$ cat config.mk
export PLATFORM = sky130hd
export DESIGN_NAME = framed_command_parser_flat
export DESIGN_NICKNAME = d
export VERILOG_FILES = /design/src/rtl/core/fcp_pkg.sv /design/src/rtl/core/fcp_ifs.sv /design/src/rtl/core/fcp_front.sv /design/src/rtl/core/fcp_fifo.sv /design/src/rtl/core/fcp_back.sv /design/src/rtl/core/framed_command_parser.sv /design/src/flat_wrapper.sv
export SDC_FILE = /design/constraint.sdc
export NUM_CORES = 1
export LEC_CHECK = 0
export ABC_AREA = 1
export ABC_CLOCK_PERIOD_IN_PS = 5900
export BUFFER_PORTS_ARGS = -buffer_cell sky130_fd_sc_hd__buf_2
export CORE_UTILIZATION = 40
export DETAILED_ROUTE_END_ITERATION = 12
export GPL_TIMING_DRIVEN = 0
export PLACE_DENSITY_LB_ADDON = 0.12
export SLEW_MARGIN = 10
export SYNTH_ARGS = -nofsm -noshare
export SYNTH_HDL_FRONTEND = slang
export SYNTH_SLANG_ARGS = --single-unit
export TNS_END_PERCENT = 100
$ cat constraint.sdc
create_clock -name clk_i -period 5.9 [get_ports clk_i]
set_input_delay 0 -clock clk_i [delete_from_list [all_inputs] [get_ports clk_i]]
set_output_delay 0 -clock clk_i [all_outputs]
set_load 0.1 [all_outputs]
$ cat src/rtl/core/fcp_pkg.sv
// shared types and constants of the framed command parser
package fcp_pkg;

  // framing and command bytes
  localparam logic [7:0] ByteStart   = 8'h3C;  // '<'
  localparam logic [7:0] ByteEnd     = 8'h3E;  // '>'
  localparam logic [7:0] LetterMode  = 8'h4D;  // 'M'
  localparam logic [7:0] LetterPos   = 8'h50;  // 'P'
  localparam logic [7:0] LetterCalib = 8'h43;  // 'C'
  localparam logic [7:0] LetterError = 8'h45;  // 'E'

  // axis codes of a position frame
  localparam logic [7:0] AxisShoulder = 8'd100;
  localparam logic [7:0] AxisElbow    = 8'd101;
  localparam logic [7:0] AxisGripper  = 8'd102;

  // operating modes
  localparam logic [1:0] ModeManual = 2'd2;
  localparam logic [7:0] ModeMax    = 8'd3;

  // configuration register indexes
  localparam logic [1:0] CfgModeLen  = 2'd0;
  localparam logic [1:0] CfgPosLen   = 2'd1;
  localparam logic [1:0] CfgCalibLen = 2'd2;
  localparam logic [1:0] CfgErrorLen = 2'd3;

  typedef enum logic [1:0] {
    KindMode  = 2'd0,
    KindPos   = 2'd1,
    KindCalib = 2'd2,
    KindError = 2'd3
  } cmd_kind_e;

  // payload lengths per command kind
  typedef struct packed {
    logic [3:0] mode_len;
    logic [3:0] pos_len;
    logic [3:0] calib_len;
    logic [3:0] error_len;
  } len_cfg_t;

  // one classified word handed from the parser to the executor
  typedef struct packed {
    logic      accepted;
    logic      dropped;
    cmd_kind_e kind;
    logic [7:0] first_payload;
    logic [7:0] second_payload;
  } fcp_entry_t;

endpackage

$ cat src/rtl/core/fcp_ifs.sv
// valid/ready channel interfaces of the framed command parser

interface fcp_byte_if;
  logic       valid;
  logic       ready;
  logic [7:0] rx_byte;

  modport source (output valid, output rx_byte, input ready);
  modport sink (input valid, input rx_byte, output ready);
endinterface

interface fcp_result_if;
  logic       valid;
  logic       ready;
  logic [1:0] op_mode;
  logic [7:0] shoulder_target;
  logic [7:0] elbow_target;
  logic [7:0] gripper_target;
  logic       frame_accepted;
  logic       frame_dropped;

  modport source (
    output valid, output op_mode, output shoulder_target, output elbow_target,
    output gripper_target, output frame_accepted, output frame_dropped,
    input ready
  );
  modport sink (
    input valid, input op_mode, input shoulder_target, input elbow_target,
    input gripper_target, input frame_accepted, input frame_dropped,
    output ready
  );
endinterface

interface fcp_cfg_if;
  logic       valid;
  logic       ready;
  logic [1:0] index;
  logic [3:0] data;

  modport source (output valid, output index, output data, input ready);
  modport sink (input valid, input index, input data, output ready);
endinterface

$ cat src/rtl/core/fcp_front.sv
// frame parser: tracks framing and classifies every received byte
module fcp_front import fcp_pkg::*; (
  input  logic       clk_i,
  input  logic       rst_ni,
  input  logic       valid_i,
  input  logic [7:0] rx_byte_i,
  output logic       ready_o,
  input  len_cfg_t   len_cfg_i,
  input  logic       q_full_i,
  output logic       push_o,
  output fcp_entry_t entry_o
);

  localparam logic [1:0] PhWait    = 2'd0;
  localparam logic [1:0] PhCmd     = 2'd1;
  localparam logic [1:0] PhPayload = 2'd2;
  localparam logic [1:0] PhClose   = 2'd3;

  logic [1:0] phase_q, phase_d;
  cmd_kind_e  kind_q, kind_d;
  logic [3:0] count_q, count_d;
  logic [7:0] first_q, first_d;
  logic [7:0] second_q, second_d;
  logic [3:0] need;
  logic       accepted;
  logic       dropped;

  assign ready_o = !q_full_i;
  assign push_o  = valid_i && ready_o;

  always_comb begin
    case (kind_q)
      KindMode:  need = len_cfg_i.mode_len;
      KindPos:   need = len_cfg_i.pos_len;
      KindCalib: need = len_cfg_i.calib_len;
      default:   need = len_cfg_i.error_len;
    endcase
    if (need == 4'd0) begin
      need = 4'd1;
    end
  end

  always_comb begin
    phase_d  = phase_q;
    kind_d   = kind_q;
    count_d  = count_q;
    first_d  = first_q;
    second_d = second_q;
    accepted = 1'b0;
    dropped  = 1'b0;
    unique case (phase_q)
      PhWait: begin
        if (rx_byte_i == ByteStart) begin
          phase_d = PhCmd;
        end
      end
      PhCmd: begin
        phase_d = PhPayload;
        count_d = 4'd0;
        // unknown letters keep the previous kind
        if (rx_byte_i == LetterMode) begin
          kind_d = KindMode;
        end else if (rx_byte_i == LetterPos) begin
          kind_d = KindPos;
        end else if (rx_byte_i == LetterCalib) begin
          kind_d = KindCalib;
        end else if (rx_byte_i == LetterError) begin
          kind_d = KindError;
        end
      end
      PhPayload: begin
        if (count_q != 4'd15) begin
          count_d = count_q + 4'd1;
        end
        if (count_d == 4'd1) begin
          first_d = rx_byte_i;
        end else if (count_d == 4'd2) begin
          second_d = rx_byte_i;
        end
        if (count_d >= need) begin
          phase_d = PhClose;
        end
      end
      PhClose: begin
        accepted = (rx_byte_i == ByteEnd);
        dropped  = !accepted;
        phase_d  = PhWait;
      end
    endcase
  end

  always_comb begin
    entry_o.accepted       = accepted;
    entry_o.dropped        = dropped;
    entry_o.kind           = kind_q;
    entry_o.first_payload  = first_q;
    entry_o.second_payload = second_q;
  end

  always_ff @(posedge clk_i or negedge rst_ni) begin
    if (!rst_ni) begin
      phase_q  <= PhWait;
      kind_q   <= KindMode;
      count_q  <= 4'd0;
      first_q  <= 8'd0;
      second_q <= 8'd0;
    end else if (push_o) begin
      phase_q  <= phase_d;
      kind_q   <= kind_d;
      count_q  <= count_d;
      first_q  <= first_d;
      second_q <= second_d;
    end
  end

endmodule

$ cat src/rtl/core/fcp_fifo.sv
// short word queue between parser and executor
module fcp_fifo import fcp_pkg::*; #(
  parameter int unsigned QueueDepth = 2
) (
  input  logic       clk_i,
  input  logic       rst_ni,
  input  logic       push_i,
  input  fcp_entry_t push_data_i,
  output logic       full_o,
  input  logic       pop_i,
  output logic       empty_o,
  output fcp_entry_t pop_data_o
);

  localparam int unsigned PtrW = $clog2(QueueDepth);
  localparam int unsigned CntW = $clog2(QueueDepth + 1);
  localparam logic [PtrW-1:0] PtrLast = PtrW'(QueueDepth - 1);
  localparam logic [CntW-1:0] CntFull = CntW'(QueueDepth);

  fcp_entry_t          mem_q [QueueDepth];
  logic [PtrW-1:0]     wr_ptr_q, rd_ptr_q;
  logic [CntW-1:0]     count_q;
  logic                do_push, do_pop;

  assign full_o     = (count_q == CntFull);
  assign empty_o    = (count_q == '0);
  assign do_push    = push_i && !full_o;
  assign do_pop     = pop_i && !empty_o;
  assign pop_data_o = mem_q[rd_ptr_q];

  always_ff @(posedge clk_i) begin
    if (do_push) begin
      mem_q[wr_ptr_q] <= push_data_i;
    end
  end

  always_ff @(posedge clk_i or negedge rst_ni) begin
    if (!rst_ni) begin
      wr_ptr_q <= '0;
      rd_ptr_q <= '0;
      count_q  <= '0;
    end else begin
      if (do_push) begin
        wr_ptr_q <= (wr_ptr_q == PtrLast) ? '0 : wr_ptr_q + 1'b1;
      end
      if (do_pop) begin
        rd_ptr_q <= (rd_ptr_q == PtrLast) ? '0 : rd_ptr_q + 1'b1;
      end
      if (do_push && !do_pop) begin
        count_q <= count_q + 1'b1;
      end else if (do_pop && !do_push) begin
        count_q <= count_q - 1'b1;
      end
    end
  end

endmodule

$ cat src/rtl/core/fcp_back.sv
// executor: applies closed frames and holds the result word
module fcp_back import fcp_pkg::*; (
  input  logic       clk_i,
  input  logic       rst_ni,
  input  logic       q_empty_i,
  input  fcp_entry_t entry_i,
  output logic       pop_o,
  output logic       out_valid_o,
  input  logic       out_ready_i,
  output logic [1:0] op_mode_o,
  output logic [7:0] shoulder_o,
  output logic [7:0] elbow_o,
  output logic [7:0] gripper_o,
  output logic       accepted_o,
  output logic       dropped_o
);

  logic       valid_q;
  logic [1:0] mode_q, mode_d;
  logic [7:0] shoulder_q, shoulder_d;
  logic [7:0] elbow_q, elbow_d;
  logic [7:0] gripper_q, gripper_d;
  logic       accepted_q, dropped_q;

  assign pop_o = !q_empty_i && (!valid_q || out_ready_i);

  always_comb begin
    mode_d     = mode_q;
    shoulder_d = shoulder_q;
    elbow_d    = elbow_q;
    gripper_d  = gripper_q;
    if (entry_i.accepted) begin
      if (entry_i.kind == KindMode) begin
        if (entry_i.first_payload <= ModeMax) begin
          mode_d = entry_i.first_payload[1:0];
        end
      end else if (entry_i.kind == KindPos && mode_q == ModeManual) begin
        if (entry_i.first_payload == AxisShoulder) begin
          shoulder_d = entry_i.second_payload;
        end else if (entry_i.first_payload == AxisElbow) begin
          elbow_d = entry_i.second_payload;
        end else if (entry_i.first_payload == AxisGripper) begin
          gripper_d = entry_i.second_payload;
        end
      end
    end
  end

  always_ff @(posedge clk_i or negedge rst_ni) begin
    if (!rst_ni) begin
      valid_q    <= 1'b0;
      mode_q     <= 2'd0;
      shoulder_q <= 8'd0;
      elbow_q    <= 8'd0;
      gripper_q  <= 8'd0;
      accepted_q <= 1'b0;
      dropped_q  <= 1'b0;
    end else if (pop_o) begin
      valid_q    <= 1'b1;
      mode_q     <= mode_d;
      shoulder_q <= shoulder_d;
      elbow_q    <= elbow_d;
      gripper_q  <= gripper_d;
      accepted_q <= entry_i.accepted;
      dropped_q  <= entry_i.dropped;
    end else if (out_ready_i) begin
      valid_q <= 1'b0;
    end
  end

  assign out_valid_o = valid_q;
  assign op_mode_o   = mode_q;
  assign shoulder_o  = shoulder_q;
  assign elbow_o     = elbow_q;
  assign gripper_o   = gripper_q;
  assign accepted_o  = accepted_q;
  assign dropped_o   = dropped_q;

endmodule

$ cat src/rtl/core/framed_command_parser.sv
// top level of the framed command parser
//
// usage:
//   byte_i   : one received serial byte per word ('<', letter, payload, close)
//   result_o : one word per accepted byte: mode, the three axis targets as
//              they stand after that byte, and accepted/dropped frame flags
//   cfg_i    : payload length registers, index 0 mode, 1 position,
//              2 calibration, 3 error; always ready, write only while idle
// path: a taken byte's word enters the queue, then the output register
// throughput: one byte per cycle while the queue is not full; every part
//   does one small update per byte
// reset: parser waits for '<', mode 0, targets zero, lengths 1/2/3/10,
//   queue and output register empty
// stall: while result_o is held the parser keeps taking bytes until the
//   queue (QueueDepth words) is full, then byte_i.ready drops
module framed_command_parser import fcp_pkg::*; #(
  parameter int unsigned QueueDepth = 2
) (
  input  logic          clk_i,
  input  logic          rst_ni,
  fcp_byte_if.sink      byte_i,
  fcp_result_if.source  result_o,
  fcp_cfg_if.sink       cfg_i
);

  len_cfg_t   len_cfg_q;
  fcp_entry_t push_entry;
  fcp_entry_t pop_entry;
  logic       push;
  logic       pop;
  logic       q_full;
  logic       q_empty;

  // config registers, every write taken at once
  assign cfg_i.ready = 1'b1;

  always_ff @(posedge clk_i or negedge rst_ni) begin
    if (!rst_ni) begin
      len_cfg_q.mode_len  <= 4'd1;
      len_cfg_q.pos_len   <= 4'd2;
      len_cfg_q.calib_len <= 4'd3;
      len_cfg_q.error_len <= 4'd10;
    end else if (cfg_i.valid) begin
      unique case (cfg_i.index)
        CfgModeLen:  len_cfg_q.mode_len  <= cfg_i.data;
        CfgPosLen:   len_cfg_q.pos_len   <= cfg_i.data;
        CfgCalibLen: len_cfg_q.calib_len <= cfg_i.data;
        CfgErrorLen: len_cfg_q.error_len <= cfg_i.data;
      endcase
    end
  end

  // front: framing and classification, one queue word per byte
  fcp_front u_front (
    .clk_i     (clk_i),
    .rst_ni    (rst_ni),
    .valid_i   (byte_i.valid),
    .rx_byte_i (byte_i.rx_byte),
    .ready_o   (byte_i.ready),
    .len_cfg_i (len_cfg_q),
    .q_full_i  (q_full),
    .push_o    (push),
    .entry_o   (push_entry)
  );

  // decouples parsing from the output handshake
  fcp_fifo #(
    .QueueDepth (QueueDepth)
  ) u_fifo (
    .clk_i       (clk_i),
    .rst_ni      (rst_ni),
    .push_i      (push),
    .push_data_i (push_entry),
    .full_o      (q_full),
    .pop_i       (pop),
    .empty_o     (q_empty),
    .pop_data_o  (pop_entry)
  );

  // back: owns mode and targets, registers the result word
  fcp_back u_back (
    .clk_i       (clk_i),
    .rst_ni      (rst_ni),
    .q_empty_i   (q_empty),
    .entry_i     (pop_entry),
    .pop_o       (pop),
    .out_valid_o (result_o.valid),
    .out_ready_i (result_o.ready),
    .op_mode_o   (result_o.op_mode),
    .shoulder_o  (result_o.shoulder_target),
    .elbow_o     (result_o.elbow_target),
    .gripper_o   (result_o.gripper_target),
    .accepted_o  (result_o.frame_accepted),
    .dropped_o   (result_o.frame_dropped)
  );

endmodule
$ cat src/flat_wrapper.sv
// flat-port wrapper written by rule: the top's interface ports become plain ports
module framed_command_parser_flat import fcp_pkg::*;
#(
  parameter int unsigned QueueDepth = 2
)
  (clk_i, rst_ni, byte_i_valid, byte_i_rx_byte, byte_i_ready, result_o_valid, result_o_op_mode, result_o_shoulder_target, result_o_elbow_target, result_o_gripper_target, result_o_frame_accepted, result_o_frame_dropped, result_o_ready, cfg_i_valid, cfg_i_index, cfg_i_data, cfg_i_ready);
  fcp_byte_if byte_i_i ();
  fcp_result_if result_o_i ();
  fcp_cfg_if cfg_i_i ();
  input  logic clk_i;
  input  logic rst_ni;
  input wire logic [$bits(byte_i_i.valid)-1:0] byte_i_valid;
  input wire logic [$bits(byte_i_i.rx_byte)-1:0] byte_i_rx_byte;
  output wire logic [$bits(byte_i_i.ready)-1:0] byte_i_ready;
  output wire logic [$bits(result_o_i.valid)-1:0] result_o_valid;
  output wire logic [$bits(result_o_i.op_mode)-1:0] result_o_op_mode;
  output wire logic [$bits(result_o_i.shoulder_target)-1:0] result_o_shoulder_target;
  output wire logic [$bits(result_o_i.elbow_target)-1:0] result_o_elbow_target;
  output wire logic [$bits(result_o_i.gripper_target)-1:0] result_o_gripper_target;
  output wire logic [$bits(result_o_i.frame_accepted)-1:0] result_o_frame_accepted;
  output wire logic [$bits(result_o_i.frame_dropped)-1:0] result_o_frame_dropped;
  input wire logic [$bits(result_o_i.ready)-1:0] result_o_ready;
  input wire logic [$bits(cfg_i_i.valid)-1:0] cfg_i_valid;
  input wire logic [$bits(cfg_i_i.index)-1:0] cfg_i_index;
  input wire logic [$bits(cfg_i_i.data)-1:0] cfg_i_data;
  output wire logic [$bits(cfg_i_i.ready)-1:0] cfg_i_ready;
  assign byte_i_i.valid = byte_i_valid;
  assign byte_i_i.rx_byte = byte_i_rx_byte;
  assign byte_i_ready = byte_i_i.ready;
  assign result_o_valid = result_o_i.valid;
  assign result_o_op_mode = result_o_i.op_mode;
  assign result_o_shoulder_target = result_o_i.shoulder_target;
  assign result_o_elbow_target = result_o_i.elbow_target;
  assign result_o_gripper_target = result_o_i.gripper_target;
  assign result_o_frame_accepted = result_o_i.frame_accepted;
  assign result_o_frame_dropped = result_o_i.frame_dropped;
  assign result_o_i.ready = result_o_ready;
  assign cfg_i_i.valid = cfg_i_valid;
  assign cfg_i_i.index = cfg_i_index;
  assign cfg_i_i.data = cfg_i_data;
  assign cfg_i_ready = cfg_i_i.ready;
  framed_command_parser #(.QueueDepth(QueueDepth)) u_core (.clk_i(clk_i), .rst_ni(rst_ni), .byte_i(byte_i_i), .result_o(result_o_i), .cfg_i(cfg_i_i));
endmodule
# Yosys cells after proc, flatten, opt, wreduce, memory -nomap -nowiden
# Memory sizes are Yosys's and may differ from the RTL's.
# Cells that the tools add are included.
# Widths: inputs -> output; s select.
# word_totals
output_inout_bits,31
n_memories,1
reg_bits,73
mem_bits_rw,40
# mem_list
memory,depth,word_bits,rd,rd_ports_with_merged_regs,wr,line_no,source
u_core.u_fifo.mem_q,2,20,1,0,1,fcp_fifo.sv:20,fcp_entry_t mem_q [QueueDepth];
# classes
n_addsub,5
n_reduce_logical,37
mux,22
n_bitwise,4
n_eq_ne,25
n_lt_le_gt_ge,2
# ops
operator,count
$eq 8x7->1 const B,7
$eq 8x6->1 const B,2
$mux 2,8
$eq 2x2->1 const B,7
$mux 4,3
$pmux 4 s3,1
$logic_not 2->1,5
$reduce_and 2->1,5
$reduce_and 3->1,3
$eq 2x1->1 const B,4
$le 8x2->1 const B,1
$mux 1,8
$pmux 2 s4,1
$pmux 4 s2,1
$reduce_and 4->1,2
$logic_and 1x1->1,7
$reduce_and 7->1,1
$logic_not 1->1,6
$reduce_and 6->1,1
$reduce_bool 2->1,3
$reduce_and 5->1,1
$add 4x1->4 const B,1
$eq 4x1->1 const B,1
$eq 4x2->1 const B,1
10 further kinds,15

# Longest topological paths before layout
# logic_depth
depth_word,8
ltp_mapped,15
mapped_depth_nobuf,15

# Modules after synthesis
# Synthesis repeated with hierarchy kept, for this count alone.
# hier_totals
hier_cells,585
area_unflattened_um2,5418.9
# by_module_without_submodules
mod,seq_area_each_um2,area_per_inst_um2,cells_per_inst,n_inst
fcp_fifo,1301.2,1687.9,136,1
fcp_front,600.6,1676.6,221,1
fcp_back,725.7,1326.3,151,1
framed_command_parser,407.9,728.2,77,1

# Worst setup path after synthesis
# No wires, ideal clock.
# synth_timing
path_kind,register to register
startpoint,reg u_core.u_fifo.count_q[0]
endpoint,"mem u_core.u_fifo.mem_q[1][0] (netlist bit), enable pin"
stages_incl_launch_ff,5
setup_time_ns,0.398
n_path_buf,0
arrival_ns,2.323
setup_slack_ns,3.179
path_cell_list,dfrtp_1 -> inv_2 -> nand2_1 -> nand2_1 -> nor2_1
# synth_between
elab_chain_cells,6
# synth_lines
element,line_no,source
from (decl),fcp_fifo.sv:22,logic [CntW-1:0] count_q;
from (signal assigned),fcp_fifo.sv:50,count_q <= count_q + 1'b1;
from (signal assigned),fcp_fifo.sv:52,count_q <= count_q - 1'b1;
$eq 2x2->1 (*),fcp_fifo.sv:25,assign full_o = (count_q == CntFull);
$logic_not 1->1 (*),fcp_front.sv:28,assign ready_o = !q_full_i;
named net byte_i_ready,flat_wrapper.sv:14,output wire logic [$bits(byte_i_i.ready)-1:0] byte_i_ready;
$logic_and 1x1->1,fcp_front.sv:29,assign push_o = valid_i && ready_o;
$logic_and 1x1->1 (*),fcp_fifo.sv:27,assign do_push = push_i && !full_o;
$mux 1 (*),fcp_fifo.sv:32,if (do_push) begin
$mux 1 (not written as such) (*),fcp_fifo.sv:33,mem_q[wr_ptr_q] <= push_data_i;
to (decl),fcp_fifo.sv:20,
# The timed path passes the listed nets; every way through them passes the cells marked *.

# Final worst setup path
# layout_timing
startpoint,reg u_core.u_front.kind_q[0]
endpoint,reg u_core.u_front.phase_q[0]
# layout_between
elab_chain_cells,7
# layout_lines
element,line_no,source
from (decl),fcp_front.sv:20,"cmd_kind_e kind_q, kind_d;"
from (signal assigned),fcp_front.sv:103,kind_q <= KindMode;
from (signal assigned),fcp_front.sv:109,kind_q <= kind_d;
$eq 2x2->1 (tied with other cells),fcp_front.sv:32,case (kind_q)
$pmux 4 s3 (*),fcp_front.sv:32,
$logic_not 4->1,fcp_front.sv:38,if (need == 4'd0) begin
$mux 4 (*),fcp_front.sv:38,
$ge 4x4->1 (*),fcp_front.sv:80,if (count_d >= need) begin
$ne 2x2->1 (no source line) (*),-,
$reduce_and 3->1 (no source line) (*),-,
to (signal assigned),fcp_front.sv:102,phase_q <= PhWait;
to (signal assigned),fcp_front.sv:108,phase_q <= phase_d;
to (decl),fcp_front.sv:19,"logic [1:0] phase_q, phase_d;"
# Every way passes the cells marked *; elsewhere a longest branch is shown, timed or not.
# A chain may end at the register's enable or synchronous reset.

==> reports/qor.csv <==
metric,value,unit
top cell type by total area after synthesis,dfrtp_1,
# hold bufs at CTS,14,
Cells after Synth,581,
antenna-violating nets left,0,
Initial Util,41.5,%
fin. max-slew vios,0,
number of diodes,0,
Crit-path slowest cell,dfrtp_1,
Async SR Flop Fraction,64.6,%
post-synth top area share,31.7,%
Setup TNS,0,ps
status,"finished, final reports clean",
Commonest cells post-synth,"nand2_1 (171), inv_1 (74), dfrtp_1 (67), edfxtp_1 (40), nand3_1 (39)",
CORE AREA,12800,um2
GRT Util Overall,18.3,%
Post-synth top flop,dfrtp_1,
clk_lat worst skew,410,ps
Critical Path Max Stage Delay,420,ps
clk root buf,clkbuf_16,
worst hold-check path type,input pin to register,
Port Buffers,48,
peak supply drop,0.000206,V
vias in the first global route,3824,
DRT Pass-1 Iters,5,
CTS H-tree depth,4,
CTS resizes,0,
crit-path cells,clkbuf_1 > nand2_1 > o21ai_0 > nand3_1 > nand2_1 > ha_1 > nor2_1 > o21ai_0 > nand4_1 > nand2_1 > nand2_1 > nand2_1,
R2R cell count,12,
Final nets,697,
DPL Wire Length,8290,um
Initial DRC Count,212,
WL/cell,13.3,um
WP data arrival,2580,ps
GPL Wtd Cong,0.829,
initial antenna violation count,0,
Final period util,37.8,%
average size of a mapped cell,9.12,um2
hold path start,cfg_i_valid,
Post-CTS Setup Bufs,0,
skew final,5.70,ps
via count,3987,
Clock Tree Buf Depth,2,
I/O pin count,50,
Buf/Inv on CP,1,
Top delay family on crit path,simple AND/OR/NAND/NOR gates,
Critical Path Sink Type,register,
most common cell in the synthesized netlist,nand2_1,
DR vias/cell,4.69,
fillers,1220,
WL final,11300,um
WP data required,6250,ps
Worst-path clk slew,50,ps
Hold Path Sink,u_core.len_cfg_q[9],
CTS tree,done,
Rows,41,
RR Endpoint,u_core.u_front.phase_q[0],
global-route wire length before repair,18500,um
critical-path maximum fanout,10,
Hold Crit Depth,3,
Leak Pwr,0.00326,uW
"EDFF count, synth",40,
CTS buffer count,17,
share of layout cells above drive strength 1,20.1,%
Levels on crit path,12,
CP dominant cell by count,nand2_1,
grt total ovfl,0,
Die X,117,um
final setup fails,0,
unrepaired setup endpoints after global routing,false,
FMAX,448,MHz
count of different cell masters after synthesis,35,
Finished Core Util,51.5,%
r2r setup slk,3670,ps
register bit count reported by yosys,113,
Critical Path Source Type,register,
Die Span Y,117,um
Synth Net Count,613,
sequential area share after synthesis,57.3,%
final critical-path required period,2230,ps
YS warnings,0,
die area,13700,um2
Syn Std Cell Area,5300,um2
Synth area leaders,"dfrtp_1 (32%), edfxtp_1 (23%), nand2_1 (12%)",
Sink Count,113,
Final Hold Fails,0,
Layout area overhead,24.2,%
Reg-to-Reg Start,u_core.u_front.kind_q[0],
power density over the cells,472,nW/um2
largest net degree at the start of global routing,45,
Max-Cap Viols,0,
Setup CP Type,register to register,
# DRC,0,
==> registers in the layout, summed over array words and instances (netlist names), 2 cells and up <==
name	cells
u_core.u_front.kind_q	2
u_core.u_front.count_q	4
u_core.u_front.second_q	8
u_core.u_front.phase_q	2
u_core.u_back.elbow_o	8
u_core.u_back.shoulder_o	8
u_core.len_cfg_q	16
u_core.u_fifo.count_q	2
u_core.u_front.first_q	8
u_core.u_fifo.mem_q	40
u_core.u_back.op_mode_o	2
u_core.u_back.gripper_o	8
==> power by group <==
part	total (uW)	switching (uW)	internal (uW)
logic	904	625	278
registers	1130	95.8	1040
clock network	1070	346	722
==> worst max-delay path by stage <==
stage	from	end	slack, ps
after floorplan	u_core.u_fifo.count_q[0]	u_core.u_fifo.mem_q[1][0]	3180
after global placement	u_core.u_fifo.count_q[0]	u_core.u_fifo.mem_q[1][5]	3400
after CTS	u_core.u_front.kind_q[0]	u_core.u_front.phase_q[1]	3620
after detailed placement	u_core.u_front.kind_q[0]	u_core.u_front.phase_q[1]	3630
after global routing	u_core.u_front.kind_q[0]	u_core.u_front.phase_q[0]	3380
final	u_core.u_front.kind_q[0]	u_core.u_front.phase_q[0]	3670
==> area by class of cell <==
cell class	instances	area (um2)	area share, %
Buffer	11	87.6	1.33
Multi-Input combinational cell	375	1870	28.4
Sequential cell	113	3040	46.2
Clock buffer	20	457	6.94
Inverter	82	310	4.72
Tap cell	172	215	3.27
Clock inverter	12	163	2.47
Timing Repair Buffer	65	440	6.70
==> tightest hold or removal path: cells and delay by family <==
family | cells | cell delay [ps]
AND/OR/NAND/NOR | 1 | 200
buffers and inverters | 1 | 120
AO/OA/AOI/OAI | 1 | 110
==> layer usage <==
| layer | global-route usage (%) | vias up | wire length [um] |
|---|---|---|---|
| met3 | 5.05 | 13 | 461 |
| met4 | 7.17 | 0 | 145 |
| li1 | - | 2035 | - |
| met1 | 21.7 | 1851 | 5100 |
| met5 | 0 | - | 0 |
| met2 | 31.5 | 88 | 5620 |
==> metrics by stage <==
stage,instances,cell area [um2],setup WS (ps),hold slack (ps),power (uW)
final,850,6580,3670,38.1,3100
after global routing,850,6580,3380,74.5,3300
after CTS,850,6580,3620,22.4,3140
after detailed placement,804,5820,3630,-36.5,2050
after global placement,801,5750,3400,304,2010
after floorplan,581,5300,3180,-296,1810
==> cells in the final DEF (no fill, tap or decap), types with 2 or more instances in the layout <==
master,netlist,routed
inv_1,74,74
nor2_4,3,3
a21oi_1,3,3
clkinv_2,0,4
buf_4,4,5
dlygate4sd3_1,0,14
o21ai_1,25,25
o22ai_1,2,2
xor2_1,3,3
dfstp_2,6,6
nand3_1,39,39
clkbuf_1,2,3
clkinvlp_4,0,2
edfxtp_1,40,40
o21ai_0,32,32
clkbuf_8,0,2
nand2_4,2,2
nand4_1,11,11
clkinv_1,0,2
nor2_1,37,35
nor2_2,1,3
inv_2,7,7
or2_2,9,9
ha_1,13,13
o21a_1,2,2
buf_2,1,48
bufinv_16,0,4
nand3_2,2,2
nor3_1,3,3
nand2_2,10,10
nand2_1,171,171
dfrtp_1,67,67
clkbuf_16,0,17
buf_8,0,2
buf_6,4,4
==> logic make-up (layout without fill, tap and decap cells) <==
logic type	count (synthesis)	in the layout	share of synthesized area, %
XOR/XNOR	4	4	0.662
AO/OA/AOI/OAI	65	65	6.31
flip-flops	113	113	57.3
buffers and inverters	93	190	7.51
AND/OR/NAND/NOR	292	292	25.1
other	1	1	0.0708
adder cells (fa/ha/maj)	13	13	3.07
Power figures use the tool's default switching activity.
